$ cat config.mk
export PLATFORM = sky130hd
export DESIGN_NAME = tsb_ctrl
export DESIGN_NICKNAME = d
export VERILOG_FILES = /design/src/sv/tsb_pkg.sv /design/src/sv/tsb_ctrl.sv
export SDC_FILE = /design/constraint.sdc
export NUM_CORES = 1
export LEC_CHECK = 0
export BUFFER_PORTS_ARGS = -buffer_cell sky130_fd_sc_hd__buf_2
export CAP_MARGIN = 20
export CORE_ASPECT_RATIO = 1.2
export CORE_MARGIN = 2
export CORE_UTILIZATION = 51
export CTS_BUF_LIST = sky130_fd_sc_hd__clkbuf_4
export CTS_CLUSTER_DIAMETER = 40
export DETAILED_ROUTE_END_ITERATION = 7
export GPL_TIMING_DRIVEN = 0
export PLACE_DENSITY = 0.84
export SLEW_MARGIN = 20
export SYNTH_ARGS = -nofsm -noshare
export SYNTH_HDL_FRONTEND = slang
export SYNTH_SLANG_ARGS = --single-unit
$ cat constraint.sdc
create_clock -name clk_i -period 8.4 [get_ports clk_i]
set_clock_uncertainty 0.05 [all_clocks]
set_input_delay 1.68 -clock clk_i [delete_from_list [all_inputs] [get_ports clk_i]]
set_output_delay 1.68 -clock clk_i [all_outputs]
set_load 0.1 [all_outputs]
$ cat src/sv/tsb_pkg.sv
`timescale 1ns / 1ps
`default_nettype none

package tsb_pkg;

  // Built depth of the sample store.
  localparam int BUFFER_DEPTH = 1024;

  localparam int AW          = $clog2(BUFFER_DEPTH);
  localparam int CNT_W       = $clog2(BUFFER_DEPTH + 1);
  localparam int CFG_DEPTH_W = 11;
  localparam int CFG_W       = 11;
  localparam int EFF_W       = (CNT_W > CFG_DEPTH_W) ? CNT_W : CFG_DEPTH_W;
  localparam int SUM_W       = EFF_W + 1;
  localparam int POS_W       = 10;
  localparam int TS_W        = 64;

  localparam int IN_DATA_W   = ((TS_W + POS_W + 7) / 8) * 8;
  localparam int OUT_BITS    = TS_W + 4;
  localparam int OUT_DATA_W  = ((OUT_BITS + 7) / 8) * 8;

  localparam logic [CFG_DEPTH_W-1:0] DEPTH_RESET = CFG_DEPTH_W'(1024);

  typedef enum logic [0:0] {
    CFG_DEPTH_IN_USE  = 1'b0,
    CFG_CIRCULAR_MODE = 1'b1
  } cfg_idx_e;

  typedef enum logic [0:0] {
    KIND_RECORD = 1'b0,
    KIND_READ   = 1'b1
  } kind_e;

  typedef struct packed {
    logic            we;
    logic [AW-1:0]   waddr;
    logic [TS_W-1:0] wdata;
    logic            re;
    logic [AW-1:0]   raddr;
  } mem_req_t;

  typedef struct packed {
    logic use_mem;
    logic absent;
    logic dropped;
    logic full;
    logic wrapped;
  } result_t;

endpackage

`default_nettype wire

$ cat src/sv/tsb_ctrl.sv
`timescale 1ns / 1ps
`default_nettype none

module tsb_ctrl (
  input  wire logic                          clk_i,
  input  wire logic                          rst_ni,
  input  wire logic                          cfg_we_i,
  input  wire logic                          cfg_idx_i,
  input  wire logic [tsb_pkg::CFG_W-1:0]     cfg_wdata_i,
  input  wire logic                          accept_i,
  input  wire logic                          kind_i,
  input  wire logic [tsb_pkg::TS_W-1:0]      timestamp_i,
  input  wire logic [tsb_pkg::POS_W-1:0]     read_position_i,
  output tsb_pkg::mem_req_t                  mem_req_o,
  output tsb_pkg::result_t                   result_o
);

  logic [tsb_pkg::CFG_DEPTH_W-1:0] depth_cfg_q;
  logic                            circ_q;
  logic [tsb_pkg::CNT_W-1:0]       wp_q, wp_d;
  logic [tsb_pkg::CNT_W-1:0]       fill_q, fill_d;
  logic                            full_q, full_d;
  logic                            wrapped_q, wrapped_d;

  logic [tsb_pkg::EFF_W-1:0] cfg_ext;
  logic [tsb_pkg::EFF_W-1:0] depth;
  logic [tsb_pkg::CNT_W-1:0] wp_eff;
  logic [tsb_pkg::CNT_W-1:0] wp_inc;
  logic [tsb_pkg::SUM_W-1:0] pos_ext, depth_s, sum, addr_s;
  logic                      is_read, is_record, absent, hit, do_write;

  always_ff @(posedge clk_i or negedge rst_ni) begin
    if (!rst_ni) begin
      depth_cfg_q <= tsb_pkg::DEPTH_RESET;
      circ_q      <= 1'b0;
    end else if (cfg_we_i) begin
      case (cfg_idx_i)
        tsb_pkg::CFG_DEPTH_IN_USE:  depth_cfg_q <= cfg_wdata_i[tsb_pkg::CFG_DEPTH_W-1:0];
        tsb_pkg::CFG_CIRCULAR_MODE: circ_q      <= cfg_wdata_i[0];
        default: ;
      endcase
    end
  end

  // Depth in use, clamped to 1 .. BUFFER_DEPTH.
  always_comb begin
    cfg_ext = tsb_pkg::EFF_W'(depth_cfg_q);
    if (cfg_ext == '0) begin
      depth = tsb_pkg::EFF_W'(1);
    end else if (cfg_ext > tsb_pkg::EFF_W'(tsb_pkg::BUFFER_DEPTH)) begin
      depth = tsb_pkg::EFF_W'(tsb_pkg::BUFFER_DEPTH);
    end else begin
      depth = cfg_ext;
    end
  end

  assign is_read   = accept_i && (kind_i == tsb_pkg::KIND_READ);
  assign is_record = accept_i && (kind_i == tsb_pkg::KIND_RECORD);
  assign do_write  = is_record && !full_q;

  assign wp_eff = (wp_q >= tsb_pkg::CNT_W'(tsb_pkg::BUFFER_DEPTH)) ? '0 : wp_q;
  assign wp_inc = wp_eff + tsb_pkg::CNT_W'(1);

  // Chronological position to store address; once wrapped the oldest
  // entry sits at the write pointer.
  always_comb begin
    pos_ext = tsb_pkg::SUM_W'(read_position_i);
    depth_s = tsb_pkg::SUM_W'(depth);
    sum     = tsb_pkg::SUM_W'(wp_q) + pos_ext;
    if (wrapped_q) begin
      addr_s = (sum >= depth_s) ? (sum - depth_s) : sum;
    end else begin
      addr_s = pos_ext;
    end
    absent = (pos_ext >= depth_s);
    // Entries at or above the fill count were never written and read as zero.
    hit    = !absent && (addr_s < tsb_pkg::SUM_W'(fill_q));
  end

  always_comb begin
    wp_d      = wp_q;
    fill_d    = fill_q;
    full_d    = full_q;
    wrapped_d = wrapped_q;
    if (do_write) begin
      wp_d = wp_inc;
      if (wp_eff == fill_q) begin
        fill_d = fill_q + tsb_pkg::CNT_W'(1);
      end
      if (tsb_pkg::EFF_W'(wp_inc) >= depth) begin
        if (circ_q) begin
          wp_d      = '0;
          wrapped_d = 1'b1;
        end else begin
          full_d = 1'b1;
        end
      end
    end
  end

  always_ff @(posedge clk_i or negedge rst_ni) begin
    if (!rst_ni) begin
      wp_q      <= '0;
      fill_q    <= '0;
      full_q    <= 1'b0;
      wrapped_q <= 1'b0;
    end else begin
      wp_q      <= wp_d;
      fill_q    <= fill_d;
      full_q    <= full_d;
      wrapped_q <= wrapped_d;
    end
  end

  always_comb begin
    mem_req_o.we    = do_write;
    mem_req_o.waddr = wp_eff[tsb_pkg::AW-1:0];
    mem_req_o.wdata = timestamp_i;
    mem_req_o.re    = is_read && hit;
    mem_req_o.raddr = addr_s[tsb_pkg::AW-1:0];

    result_o.use_mem = (kind_i == tsb_pkg::KIND_READ) && hit;
    result_o.absent  = (kind_i == tsb_pkg::KIND_READ) && absent;
    result_o.dropped = (kind_i == tsb_pkg::KIND_RECORD) && full_q;
    result_o.full    = full_d;
    result_o.wrapped = wrapped_d;
  end

  a_wp_in_fill: assert property (@(posedge clk_i) disable iff (!rst_ni)
    wp_q <= fill_q)
    else $error("write pointer ahead of fill count");

  a_fill_bound: assert property (@(posedge clk_i) disable iff (!rst_ni)
    fill_q <= tsb_pkg::CNT_W'(tsb_pkg::BUFFER_DEPTH))
    else $error("fill count beyond built depth");

  a_full_sticky: assert property (@(posedge clk_i) disable iff (!rst_ni)
    full_q |=> full_q)
    else $error("full flag cleared without reset");

  a_no_write_full: assert property (@(posedge clk_i) disable iff (!rst_ni)
    (is_record && full_q) |-> !mem_req_o.we)
    else $error("store written while linear buffer full");

endmodule

`default_nettype wire

==> After elaboration in Yosys (flattened, before gate mapping) <==
Cells that the tools add are included.
Widths: inputs -> output; s select.
{ "op_classes": {"n_addsub": 4, "mul": 0, "div": 0, "magnitude_cmp": 6, "n_eq_ne": 1, "shifts": 0, "n_mux": 13, "bitwise": 2, "n_reduce_logical": 14} }
{ "op_table": {"columns": ["operator", "count"], "rows": [
  ["$mux 11", 5],
  ["$mux 12", 2],
  ["$add 11x1->11 const B", 2],
  ["$add 11x10->12", 1],
  ["$ge 12x11->1", 1],
  ["$lt 12x11->1", 1],
  ["$sub 12x11->12", 1],
  ["$eq 11x11->1", 1],
  ["$ge 10x11->1", 1],
  ["$ge 11x11->1", 1],
  ["$ge 11x11->1 const B", 1],
  ["$gt 11x11->1 const B", 1],
  ["$logic_not 11->1", 1],
  ["$logic_and 1x1->1", 8],
  ["$mux 1", 6],
  ["$reduce_and 2->1", 3],
  ["$logic_not 1->1", 2],
  ["$not 1->1", 2]
]} }
{ "word_totals": {"ff_bits": 36, "latchBits": 0, "mem_bits_rw": 0, "rom_bits": 0, "in_bits": 91, "out_inout_bits": 91, "wordCells": 46, "n_memories": 0} }

==> Logic depth before layout (Yosys ltp) <==
{ "depth": {"word_depth": 9, "depth_mapped": 24, "mapped_depth_nobuf": 24} }

==> Worst setup path after synthesis <==
No wires, ideal clock.
{ "synth_timing": {"path_kind": "input port to output port", "startpoint": "input read_position_i[0] in the netlist's numbering", "endpoint": "output result_o[4] in the netlist's numbering", "arrival_time_ns": 9.106, "required_time_ns": 6.670, "setup_slack_ns": -2.436, "stages": 24, "n_path_buf": 0, "cell_sequence": "ha_1 inv_1 fa_1 nand2b_1 a21oi_1 o31ai_1 o21ai_0 xor2_1 ha_1 nand2_1 nor4_1 nand2b_1 o21ai_4 nand2_4 mux2i_1 a21oi_1 ha_1 a21oi_1 a21oi_1 nor4_1 nor2_1 o21ai_0 o2111ai_1 nor3_1"} }
{ "synth_rtl": {"columns": ["element", "line_no", "text"], "rows": [
  ["start, declared", "tsb_ctrl.sv:13", "input wire logic [tsb_pkg::POS_W-1:0] read_position_i,"],
  ["end, declared", "tsb_ctrl.sv:15", "output tsb_pkg::result_t result_o"]
]} }

==> key figures <==
Status
  – Status: completed

Logic synthesis
  – Share of the synthesized area in the top cell type: 0.194
  – Register bit total from synthesis: 36
  – Warnings, synthesis: 0
  – Async set-or-reset flop fraction in the synthesized netlist: 1.00
  – Top FF cell, synth: dfrtp_1
  – Count of different cell masters after synthesis: 60
  – Area leader, netlist: dfrtp_1
  – Synth Area in Adders: 0.159
  – Cells after synthesis: 540
  – Seq/Total Area, Yosys: 0.200
  – Combinational family with the most area after synthesis: simple AND/OR/NAND/NOR gates
  – Xor/xnor share of the synthesized area: 0.0679
  – Count leader, synth: buf_4
  – Post-synthesis compound-gate area fraction: 0.156
  – Post-synth EDFFs: 0
  – Post-synth top cells: buf_4, ha_1, nor2_1
  – Area share of and/or/nand/nor cells after synthesis: 0.193
  – Synth top area cells: dfrtp_1, ha_1, buf_4, xnor2_1, nor2_1
  – Post-Syn Nets: 687
  – Mux cell area share after synthesis: 0.0793
  – Synthesized area: 0.00451 mm²
  – Mapped Avg Cell Area: 8.36 µm²

CTS
  – CTS Buf Count: 5
  – Cts hold-fix bufs: 0
  – Clock Latency Late Sink: 360 ps
  – Reg clk slew, reported paths: 110 ps
  – CTS sink count: 36
  – Longest Clk Path Bufs: 2
  – Clk root buf: clkbuf_4
  – TritonCTS clock tree: done
  – H-tree Lvls: 2

Route
  – Antenna-violating nets left: 0
  – Via count: 4,612
  – DRC errors left: 0
  – DR vias/cell: 5.79
  – Final wirelength: 13.7 mm
  – Post-DR wirelength/cell: 17.1 µm
  – DR iter-0 viols: 277
  – Initial DRT Pass Iterations: 4

Timing
  – Final WS setup: 99.1 ps
  – Final Hold Fails: 0
  – Highest clock rate: 0.120 GHz
  – Fin crit share: 0.988
  – Worst-Margin Slew: 973 ps
  – Worst hold slack: 445 ps
  – # setup viols final: 0
  – Max Transition Viols Final: 0
  – Fin crit period: 8300 ps
  – Rel. slew slack: 0.352

Global route
  – Initial antenna violation count: 1
  – Largest net degree at the start of global routing: 37
  – Number of global-route vias before repair: 4,250
  – First-pass GRT wire length: 20.3 mm
  – GRT Util Overall: 0.261
  – Grt ovf: 0

Final layout
  – Ratio of cells with drive above 1 in the final layout: 0.414
  – Design Area, Final: 0.00591 mm²
  – Number of nets in the layout: 825
  – Area delta synth->final: 30.9%

Placed design
  – DP Worst Slack: -407 ps
  – Area post-placement: 0.00548 mm²
  – DP HPWL: 10.8 mm
  – GP Congestion: 1.03
  – IO buf count: 117

Power and ir drop
  – Net switching fraction of the power: 0.593
  – Comb power frac: 0.811
  – Pwr Density: 322 mW/mm²
  – NetSw: 1.13 mW
  – Flop pwr share: 0.126
  – Leakage: 2.80 nW
  – Internal power: 0.774 mW
  – Clock power share: 0.063
  – Maximum VDD drop: 0.000178 V

Die
  – Die X: 89.9 µm
  – Starting Density: 0.524
  – Die ar.: 0.00962 mm²
  – Io pins: 182
  – # rows: 37
  – Die Ht: 107 µm
  – Core Area: 0.00861 mm²

Min path
  – Class of the worst hold path: flip-flop to flip-flop

Critical path
  – WP data required: 6670 ps
  – CP startpoint kind: input port
  – Crit Path Max Fanout: 5
  – WP data arrival: 6570 ps
  – Crit path largest cell delay: 370 ps
  – CP Class: input port to output port
  – Endpoint class of the critical path: output port
  – Crit-path slowest cell: fa_2

Run
  – Max Cap Violations: 0
==> cell type report <==
| class | instances | area, µm² |
|---|---|---|
| Buffer | 79 | 552 |
| Antenna cell | 1 | 2.50 |
| Inverter | 27 | 101 |
| Tap cell | 117 | 146 |
| Sequential cell | 36 | 902 |
| Timing Repair Buffer | 130 | 698 |
| Clock buffer | 5 | 37.5 |
| Fill cell | 691 | 2700 |
| Clock inverter | 3 | 37.5 |
| Multi-Input combinational cell | 399 | 3430 |
==> stage by stage <==
stage | instances | total power [mW] | TNS, ps | utilization
floorplan | 540 | 1.38 | -244 | -
global placement | 774 | 1.57 | -492 | 0.637
detailed placement | 774 | 1.61 | -612 | 0.637
CTS | 782 | 1.77 | 0 | 0.653
global route | 797 | 2.00 | -94.8 | 0.686
finish | 797 | 1.90 | 0 | 0.686
==> cells by family after synthesis <==
family / Yosys count
xor+xnor: 35
compound gates: 108
fa+ha+maj: 56
buf+inv: 106
mux: 32
flops: 36
simple gates: 167
==> layout by cell type, fill, tap and decap left out, types with 3 or more instances in the layout <==
cell type	n
o21ai_0	13
a211oi_1	3
a21oi_4	9
nand3_1	14
clkbuf_1	7
nor3b_1	3
ha_4	11
a21oi_1	23
nor3_1	7
a21boi_0	3
nand4_1	9
buf_4	80
o32ai_1	4
mux2_2	12
nand2_1	28
and3_1	10
nor2b_1	16
xnor2_1	21
buf_2	117
a31oi_1	6
o21a_1	6
inv_1	25
nor4bb_1	4
o211ai_1	5
a21oi_2	4
dfrtp_1	35
mux2i_1	10
xor2_1	11
o21ai_1	3
ha_1	43
mux2i_2	3
nor4_1	7
a21o_1	5
mux2i_4	5
xnor2_2	3
nor2_1	50
clkbuf_4	6
==> per-layer routing <==
layer	track usage	share of wire	vias to the layer above
met5	0	0	-
met4	0.124	0.041	0
met3	0.0372	0.066	38
met2	0.465	0.50	228
met1	0.312	0.39	2194
li1	-	-	2152
==> power by group through the flow <==
stage	sequential, mW	combinational [mW]	clock (mW)
after floorplan	0.225	1.15	0
after global placement	0.236	1.34	0
after detailed placement	0.237	1.37	0
after CTS	0.234	1.41	0.121
after global routing	0.242	1.63	0.127
final	0.239	1.54	0.120
==> path summary, 6_finish.rpt <==
check	startpoint	end	slack [ps]	cells past startpoint
max	read_position_i[0]	mem_req_o[10]	100	26
min	fill_q[10]$_DFFE_PN0P_	fill_q[10]$_DFFE_PN0P_	450	1
max reg2reg	wp_q[10]$_DFFE_PN0P_	wp_q[10]$_DFFE_PN0P_	4300	15
min reg2reg	fill_q[10]$_DFFE_PN0P_	fill_q[10]$_DFFE_PN0P_	450	1
max in group asynchronous	rst_ni	cfg_ext[4]$_DFFE_PN0P_	6440	1
min in group asynchronous	rst_ni	wp_q[7]$_DFFE_PN0P_	1340	1
==> what timing repair did <==
| action | in CTS | in global routing |
|---|---|---|
| resized for setup | 11 | 28 |
| pin swaps | 2 | 24 |
| setup buffers | 0 | 13 |
| gates cloned | 0 | 1 |
| setup endpoints to repair | 2 | 2 |
==> state kept, by name, indices dropped and copies added (netlist names) <==
name	flops
fill_q	11
cfg_ext	11
circ_q	1
full_q	1
wrapped_q	1
wp_q	11
==> worst max-delay path, delay by kind of cell <==
kind,cells,cell delay (ps)
compound gates,10,1740
simple gates,7,1140
mux,1,230
fa+ha+maj,4,1110
buf+inv,3,410
xor+xnor,1,250
No activity file was read; power rests on OpenSTA's default activity.
